## config.mk

```make
export PLATFORM = sky130hd
export DESIGN_NAME = vector_clock_table
export DESIGN_NICKNAME = d
export VERILOG_FILES = /design/src/sv/vct_pkg.sv /design/src/sv/vector_clock_table.sv /design/src/sv/vct_fifo.sv /design/src/sv/vct_front.sv /design/src/sv/vct_back.sv
export SDC_FILE = /design/constraint.sdc
export NUM_CORES = 2
export LEC_CHECK = 0
export ABC_AREA = 1
export BUFFER_PORTS_ARGS = -buffer_cell sky130_fd_sc_hd__buf_2
export CORE_ASPECT_RATIO = 1.2
export CORE_MARGIN = 5
export CORE_UTILIZATION = 35
export CTS_BUF_LIST = sky130_fd_sc_hd__clkbuf_8
export DETAILED_ROUTE_END_ITERATION = 10
export GPL_TIMING_DRIVEN = 1
export MAX_ROUTING_LAYER = met4
export PLACE_DENSITY = 0.47
export SLEW_MARGIN = 20
export SYNTH_ARGS = -nofsm -noshare
export SYNTH_HDL_FRONTEND = slang
export SYNTH_HIERARCHICAL = 1
export SYNTH_SLANG_ARGS = --single-unit
```

## constraint.sdc

```tcl
create_clock -name clk_i -period 16.75 [get_ports clk_i]
set_clock_uncertainty 0.1 [all_clocks]
set_input_delay 3.35 -clock clk_i [delete_from_list [all_inputs] [get_ports clk_i]]
set_output_delay 3.35 -clock clk_i [all_outputs]
set_load 0.02 [all_outputs]
```

## src/sv/vct_pkg.sv

```systemverilog
package vct_pkg;

  localparam int ClockW    = 64;
  localparam int IndexW    = 4;
  localparam int FifoDepth = 2;
  localparam int FifoPtrW  = (FifoDepth > 1) ? $clog2(FifoDepth) : 1;
  localparam int FifoCntW  = $clog2(FifoDepth + 1);

  typedef enum logic [1:0] {
    CmdIncrement = 2'd0,
    CmdMerge     = 2'd1,
    CmdCompare   = 2'd2,
    CmdRead      = 2'd3
  } vct_cmd_e;

  typedef enum logic [1:0] {
    OrdEqual       = 2'd0,
    OrdDominates   = 2'd1,
    OrdDominatedBy = 2'd2,
    OrdConcurrent  = 2'd3
  } vct_order_e;

  typedef struct packed {
    vct_cmd_e            command;
    logic [IndexW-1:0]   drive_index;
    logic [ClockW-1:0]   clock_value;
    logic                last;
  } vct_in_t;

  typedef struct packed {
    logic [ClockW-1:0]   clock_out;
    vct_order_e          ordering;
    logic                ordering_valid;
  } vct_out_t;

  typedef struct packed {
    vct_cmd_e            command;
    logic [IndexW-1:0]   drive_index;
    logic [ClockW-1:0]   clock_value;
    logic                last;
    logic                in_range;
  } vct_op_t;

endpackage

```

## src/sv/vector_clock_table.sv

```systemverilog
// a beat passes the command queue and back stage, and is registered in the result queue
// throughput: one beat per cycle while the result queue has room, set by the single
// back-stage read-modify-write of the table; two-entry queues on each side absorb stalls
// reset: asynchronous, clears both queues, the nonzero and seen masks and the
// compare flags; table entries read as zero until written, so no clearing pass
module vector_clock_table #(
  parameter int NUM_DRIVES = 16
) (
  input  logic              clk_i,
  input  logic              rst_ni,
  input  vct_pkg::vct_in_t  item_i,
  input  logic              push,
  output logic              full,
  output vct_pkg::vct_out_t result_o,
  output logic              empty,
  input  logic              pop
);
  import vct_pkg::*;

  vct_op_t  op;
  vct_out_t res;
  logic     op_empty, op_pop;
  logic     res_push, res_full;

  vct_front #(
    .NUM_DRIVES(NUM_DRIVES)
  ) u_front (
    .clk_i      (clk_i),
    .rst_ni     (rst_ni),
    .item_i     (item_i),
    .push_i     (push),
    .full_o     (full),
    .op_o       (op),
    .op_empty_o (op_empty),
    .op_pop_i   (op_pop)
  );

  vct_back #(
    .NUM_DRIVES(NUM_DRIVES)
  ) u_back (
    .clk_i      (clk_i),
    .rst_ni     (rst_ni),
    .op_i       (op),
    .op_valid_i (!op_empty),
    .op_pop_o   (op_pop),
    .res_o      (res),
    .res_push_o (res_push),
    .res_full_i (res_full)
  );

  vct_fifo #(
    .Width($bits(vct_out_t))
  ) u_res_fifo (
    .clk_i   (clk_i),
    .rst_ni  (rst_ni),
    .push_i  (res_push),
    .data_i  (res),
    .full_o  (res_full),
    .pop_i   (pop),
    .data_o  (result_o),
    .empty_o (empty)
  );

  a_back_no_overrun: assert property (@(posedge clk_i) disable iff (!rst_ni)
    res_push |-> !res_full && !op_empty)
    else $error("back stage fired without room or work");

  a_accept_reaches_back: assert property (@(posedge clk_i) disable iff (!rst_ni)
    push && !full |=> !op_empty)
    else $error("accepted beat missing from command queue");

  a_order_only_on_last: assert property (@(posedge clk_i) disable iff (!rst_ni)
    res_push && res.ordering_valid |-> op.command == CmdCompare && op.last)
    else $error("ordering reported outside a final compare beat");

  a_order_zero_when_idle: assert property (@(posedge clk_i) disable iff (!rst_ni)
    res_push && !res.ordering_valid |-> res.ordering == OrdEqual)
    else $error("ordering nonzero without a finished compare");

endmodule

```

## src/sv/vct_fifo.sv

```systemverilog
module vct_fifo #(
  parameter int Width = 8
) (
  input  logic             clk_i,
  input  logic             rst_ni,
  input  logic             push_i,
  input  logic [Width-1:0] data_i,
  output logic             full_o,
  input  logic             pop_i,
  output logic [Width-1:0] data_o,
  output logic             empty_o
);
  import vct_pkg::*;

  logic [Width-1:0]    mem_q [FifoDepth];
  logic [FifoPtrW-1:0] wr_q, wr_d, rd_q, rd_d;
  logic [FifoCntW-1:0] cnt_q, cnt_d;
  logic                wr_en, rd_en;

  assign full_o  = (cnt_q == FifoCntW'(FifoDepth));
  assign empty_o = (cnt_q == '0);
  assign wr_en   = push_i && !full_o;
  assign rd_en   = pop_i && !empty_o;
  assign data_o  = mem_q[rd_q];

  always_comb begin
    wr_d  = wr_q;
    rd_d  = rd_q;
    cnt_d = cnt_q;
    if (wr_en) begin
      wr_d = (wr_q == FifoPtrW'(FifoDepth - 1)) ? '0 : wr_q + 1'b1;
    end
    if (rd_en) begin
      rd_d = (rd_q == FifoPtrW'(FifoDepth - 1)) ? '0 : rd_q + 1'b1;
    end
    if (wr_en && !rd_en) begin
      cnt_d = cnt_q + 1'b1;
    end else if (rd_en && !wr_en) begin
      cnt_d = cnt_q - 1'b1;
    end
  end

  always_ff @(posedge clk_i or negedge rst_ni) begin
    if (!rst_ni) begin
      wr_q  <= '0;
      rd_q  <= '0;
      cnt_q <= '0;
    end else begin
      wr_q  <= wr_d;
      rd_q  <= rd_d;
      cnt_q <= cnt_d;
    end
  end

  always_ff @(posedge clk_i) begin
    if (wr_en) begin
      mem_q[wr_q] <= data_i;
    end
  end

endmodule

```

## src/sv/vct_front.sv

```systemverilog
module vct_front #(
  parameter int NUM_DRIVES = 16
) (
  input  logic             clk_i,
  input  logic             rst_ni,
  input  vct_pkg::vct_in_t item_i,
  input  logic             push_i,
  output logic             full_o,
  output vct_pkg::vct_op_t op_o,
  output logic             op_empty_o,
  input  logic             op_pop_i
);
  import vct_pkg::*;

  vct_op_t op_in;

  // classify: flag indexes that fall outside the table
  always_comb begin
    op_in.command     = item_i.command;
    op_in.drive_index = item_i.drive_index;
    op_in.clock_value = item_i.clock_value;
    op_in.last        = item_i.last;
    op_in.in_range    = (int'(item_i.drive_index) < NUM_DRIVES);
  end

  vct_fifo #(
    .Width($bits(vct_op_t))
  ) u_op_fifo (
    .clk_i   (clk_i),
    .rst_ni  (rst_ni),
    .push_i  (push_i),
    .data_i  (op_in),
    .full_o  (full_o),
    .pop_i   (op_pop_i),
    .data_o  (op_o),
    .empty_o (op_empty_o)
  );

endmodule

```

## src/sv/vct_back.sv

```systemverilog
module vct_back #(
  parameter int NUM_DRIVES = 16
) (
  input  logic              clk_i,
  input  logic              rst_ni,
  input  vct_pkg::vct_op_t  op_i,
  input  logic              op_valid_i,
  output logic              op_pop_o,
  output vct_pkg::vct_out_t res_o,
  output logic              res_push_o,
  input  logic              res_full_i
);
  import vct_pkg::*;

  localparam int TableDepth = (NUM_DRIVES < 16) ? NUM_DRIVES : 16;
  localparam int TabIdxW    = $clog2(TableDepth);

  logic [ClockW-1:0]     table_q [TableDepth];
  logic [TableDepth-1:0] nonzero_q, nonzero_d;
  logic [TableDepth-1:0] seen_q, seen_d;
  logic                  own_greater_q, own_greater_d;
  logic                  other_greater_q, other_greater_d;

  logic [TabIdxW-1:0]    tidx;
  logic [TableDepth-1:0] hot;
  logic [TableDepth-1:0] seen_upd;
  logic [ClockW-1:0]     own;
  logic [ClockW-1:0]     wr_val;
  logic                  wr_en;
  logic                  own_gt, oth_gt;
  logic                  own_acc, oth_acc, own_fin;
  logic                  fire, is_last_cmp;

  assign tidx       = op_i.drive_index[TabIdxW-1:0];
  assign hot        = TableDepth'(1) << tidx;
  assign fire       = op_valid_i && !res_full_i;
  assign op_pop_o   = fire;
  assign res_push_o = fire;

  always_comb begin
    // an entry with its nonzero bit clear reads as zero
    own = '0;
    if (op_i.in_range && nonzero_q[tidx]) begin
      own = table_q[tidx];
    end
    own_gt = (own > op_i.clock_value);
    oth_gt = (op_i.clock_value > own);

    wr_en  = 1'b0;
    wr_val = own;
    case (op_i.command)
      CmdIncrement: begin
        wr_en  = op_i.in_range;
        wr_val = own + ClockW'(1);
      end
      CmdMerge: begin
        wr_en  = op_i.in_range && oth_gt;
        wr_val = op_i.clock_value;
      end
      default: begin
        wr_en = 1'b0;
      end
    endcase

    is_last_cmp = (op_i.command == CmdCompare) && op_i.last;
    seen_upd    = seen_q | (op_i.in_range ? hot : '0);
    own_acc     = own_greater_q | own_gt;
    oth_acc     = other_greater_q | oth_gt;
    own_fin     = own_acc | (|(nonzero_q & ~seen_upd));

    res_o.clock_out      = wr_en ? wr_val : own;
    res_o.ordering_valid = is_last_cmp;
    res_o.ordering       = is_last_cmp ? vct_order_e'({oth_acc, own_fin}) : OrdEqual;

    nonzero_d       = nonzero_q;
    seen_d          = seen_q;
    own_greater_d   = own_greater_q;
    other_greater_d = other_greater_q;
    if (fire) begin
      if (wr_en) begin
        nonzero_d = (wr_val != '0) ? (nonzero_q | hot) : (nonzero_q & ~hot);
      end
      if (op_i.command == CmdCompare) begin
        if (op_i.last) begin
          seen_d          = '0;
          own_greater_d   = 1'b0;
          other_greater_d = 1'b0;
        end else begin
          seen_d          = seen_upd;
          own_greater_d   = own_acc;
          other_greater_d = oth_acc;
        end
      end
    end
  end

  always_ff @(posedge clk_i or negedge rst_ni) begin
    if (!rst_ni) begin
      nonzero_q       <= '0;
      seen_q          <= '0;
      own_greater_q   <= 1'b0;
      other_greater_q <= 1'b0;
    end else begin
      nonzero_q       <= nonzero_d;
      seen_q          <= seen_d;
      own_greater_q   <= own_greater_d;
      other_greater_q <= other_greater_d;
    end
  end

  always_ff @(posedge clk_i) begin
    if (fire && wr_en) begin
      table_q[tidx] <= wr_val;
    end
  end

endmodule

```

==> impl_metrics.py <==
metrics = {
    "status": {
        "status": "finished clean",
    },
    "critical_path": {
        "max_stage_delay_ns": 0.63,
        "reg2regPathDepth": 32,
        "endpoint_kind": "register",
        "crit_type": "reg2reg",
        "reg2reg_slack_ns": 6.54,
        "timing.rr.start": "u_front/u_op_fifo/rd_q$_DFFE_PN0P_",
        "critPathRequiredTime_ns": 17.22,
        "path_max_fanout": 93,
        "crit_arrival_ns": 10.67,
        "critPathLaunch": "u_front/u_op_fifo/rd_q$_DFFE_PN0P_",
        "timing.rr.end": "u_back/table_q[2][51]$_DFFE_PP_",
        "endpoint": "u_back/table_q[2][51]$_DFFE_PP_",
        "slowest_stage": "nor4b_1",
        "cp-start-kind": "register",
    },
    "yosys": {
        "synth-seq-cells": 1344,
        "synth-edff-count": 1302,
        "yosysUniqueCellTypes": 45,
        "yosys_warnings": 6,
        "async_flop_share": 0.0313,
        "synthesis.area_mm2": 0.0597,
        "synthTopCellsByCount": "nand2_1, nor2_1, edfxtp_1",
        "synth.area.top_cells": "edfxtp_1, nand2_1, nor2_1",
        "synth_most_common_cell": "nand2_1",
        "synth_largest_area_cell": "edfxtp_1",
        "synth_cells": 5967,
        "synth_top_area_frac": 0.655,
        "syn_area_per_cell_um2": 10.0,
        "synth_ff_type": "edfxtp_1",
        "synth-seq-area-share": 0.672,
    },
    "clock_network": {
        "post-cts-setup-buffers": 0,
        "cts_tree": "yes",
        "cts_resized": 0,
        "cts_sinks": 1344,
        "cts_made_buffers": 206,
        "clockRootBuffer": "clkbuf_8",
        "cts_hold_buf": 0,
        "clk_pin_slew_worst_paths_ns": 0.06,
        "clockBufferDepth": 3,
        "clock_latency_ns": 0.96,
        "h-tree-depth": 4,
    },
    "power": {
        "leakagePower_nw": 26.6,
        "ir_worst_vdd_mv": 0.155,
        "p_per_area_mw_per_mm2": 200,
    },
    "die": {
        "die_x_um": 387,
        "die_area_mm2": 0.179,
        "core_area_mm2": 0.170,
        "rows": 166,
        "die_h_um": 462,
        "initial_utilization": 0.351,
        "ios": 144,
    },
    "route": {
        "first_iter_violations": 3571,
        "num_vias": 42444,
        "dr.pass1.iters": 6,
        "routed_wl_um": 203000,
        "ant_nets": 0,
        "post-route-drc-count": 0,
        "drt-vias-per-instance": 4.93,
        "wl_per_cell_um": 23.6,
    },
    "global_route": {
        "grt.overflow.total": 0,
        "first_global_vias": 41261,
        "grt_start_max_net_pins": 104,
        "antenna_found_initial": 8,
        "grt_usage": 0.227,
        "grt_pass1_wl_um": 290000,
    },
    "timing": {
        "slew_viol_final": 0,
        "slew_headroom": 0.150,
        "tightest_slew_ns": 1.26,
        "rsz0062_at_grt": "false",
        "finalSetupViolations": 0,
        "post-route-min-period_ns": 10.21,
        "max_freq_ghz": 0.0980,
        "min_period_over_period": 0.609,
        "hold_viol": 0,
        "tns_ns": 0,
        "holdWs_ns": 0.387,
    },
    "placement": {
        "place_hpwl_um": 130000,
        "portBuffers": 143,
        "place.gp.congestion": 0.930,
    },
    "final_layout": {
        "n_fill_cell": 16932,
        "nets": 6317,
        "area_delta_synth_final_pct": 11.3,
        "layout-drive-gt1-share": 0.0907,
    },
    "hold_path": {
        "hold_class": "reg2reg",
    },
    "flow_run": {
        "max_cap_violations": 0,
    },
}
## critical path: cells and delay by family, from the launching register on
family,cells,cell delay [ns]
AND/OR/NAND/NOR,18,3.52
buffers and inverters,11,4.65
adder cells (fa/ha/maj),1,0.36
flip-flops,1,0.45
AO/OA/AOI/OAI,2,0.46
## per-layer routing
metal	vias up	global-route usage	share of wire
li1	20007	-	-
met1	20832	0.303	0.44
met2	1303	0.364	0.47
met3	302	0.0290	0.053
met4	0	0.0758	0.032
met5	-	-	0
## cell usage in the layout, fill, tap and decap left out, types with 21 or more instances in the layout
master	netlist	layout
nand3_1	178	178
buf_4	37	81
nand2_1	1811	1809
clkinv_1	9	68
nand4_1	33	33
clkbuf_8	0	206
nor2_4	3	22
nor2_2	29	29
nor2_1	1479	1460
buf_2	97	143
ha_1	67	67
clkinv_2	1	21
inv_1	361	420
dfrtp_1	42	40
o21ai_1	20	21
edfxtp_1	1302	1302
o21ai_0	209	208
o22ai_1	59	59
inv_2	26	25
a21oi_1	31	31
## per-stage QoR
step | setup WS (ns) | cell area [µm²] | std cells | utilization | power [mW]
finish | 6.54 | 66500 | 8602 | 0.391 | 13.3
CTS | 6.22 | 66500 | 8598 | 0.391 | 13.4
floorplan | 8.99 | 59700 | 5968 | - | 8.37
detailed placement | 6.28 | 62800 | 8234 | 0.369 | 10.9
global placement | 6.31 | 62800 | 8234 | 0.369 | 10.8
global route | 5.73 | 66500 | 8600 | 0.391 | 14.1
## power by group
| part | leakage, nW | internal, mW | total (mW) | switching [mW] |
|---|---|---|---|---|
| combinational | 12.0 | 1.21 | 5.90 | 4.69 |
| clock | 2.09 | 1.19 | 2.49 | 1.30 |
| sequential | 12.6 | 4.78 | 4.90 | 0.122 |
| total | 26.6 | 7.19 | 13.3 | 6.11 |
## cells by family after synthesis
| family | after synthesis | share of synthesized area |
|---|---|---|
| fa+ha+maj | 67 | 0.0140 |
| compound gates | 352 | 0.0325 |
| xor+xnor | 2 | 0.000293 |
| buf+inv | 627 | 0.0474 |
| flops | 1344 | 0.672 |
| simple gates | 3574 | 0.234 |
| other cells | 1 | 0.0000628 |
## state kept, by name (all words and copies together), names as in the netlist, named ones only
signal / flops
u_res_fifo/mem_q: 134
u_front/u_op_fifo/mem_q: 144
u_res_fifo/cnt_q: 2
u_res_fifo/rd_q: 1
u_res_fifo/wr_q: 1
u_back/other_greater_q: 1
u_back/own_greater_q: 1
u_front/u_op_fifo/rd_q: 1
u_back/seen_q: 16
u_back/table_q: 1024
u_front/u_op_fifo/wr_q: 1
u_front/u_op_fifo/cnt_q: 2
## how the worst min path moves through the flow
| stage | start | depth (start not counted) | endpoint | slack [ns] |
|---|---|---|---|---|
| 6_report | u_res_fifo/wr_q$_DFFE_PN0N_ | 2 | u_res_fifo/wr_q$_DFFE_PN0N_ | 0.39 |
| 5_1_grt | u_front/u_op_fifo/wr_q$_DFFE_PN0N_ | 2 | u_front/u_op_fifo/wr_q$_DFFE_PN0N_ | 0.42 |
| 4_1_cts | u_res_fifo/wr_q$_DFFE_PN0N_ | 2 | u_res_fifo/wr_q$_DFFE_PN0N_ | 0.40 |
| 3_5_place_dp | u_front/u_op_fifo/wr_q$_DFFE_PN0N_ | 2 | u_front/u_op_fifo/wr_q$_DFFE_PN0N_ | 0.38 |
| 3_3_place_gp | u_res_fifo/wr_q$_DFFE_PN0N_ | 2 | u_res_fifo/wr_q$_DFFE_PN0N_ | 0.36 |
| 2_1_floorplan | u_back/seen_q[15]$_DFFE_PN0P_ | 2 | u_back/seen_q[15]$_DFFE_PN0P_ | 0.35 |
## area by class of cell
class,instances,area (µm²),share of cell area
diodes,3,7.51,0.000113
clock buffers,206,2840,0.0426
clock inverters,158,795,0.0119
inverters,397,1510,0.0227
multi-input cells,3997,16900,0.255
flip-flops and latches,1344,40200,0.604
well taps,2268,2840,0.0427
repair buffers,229,1420,0.0213
No activity file was read; power rests on OpenSTA's default activity.
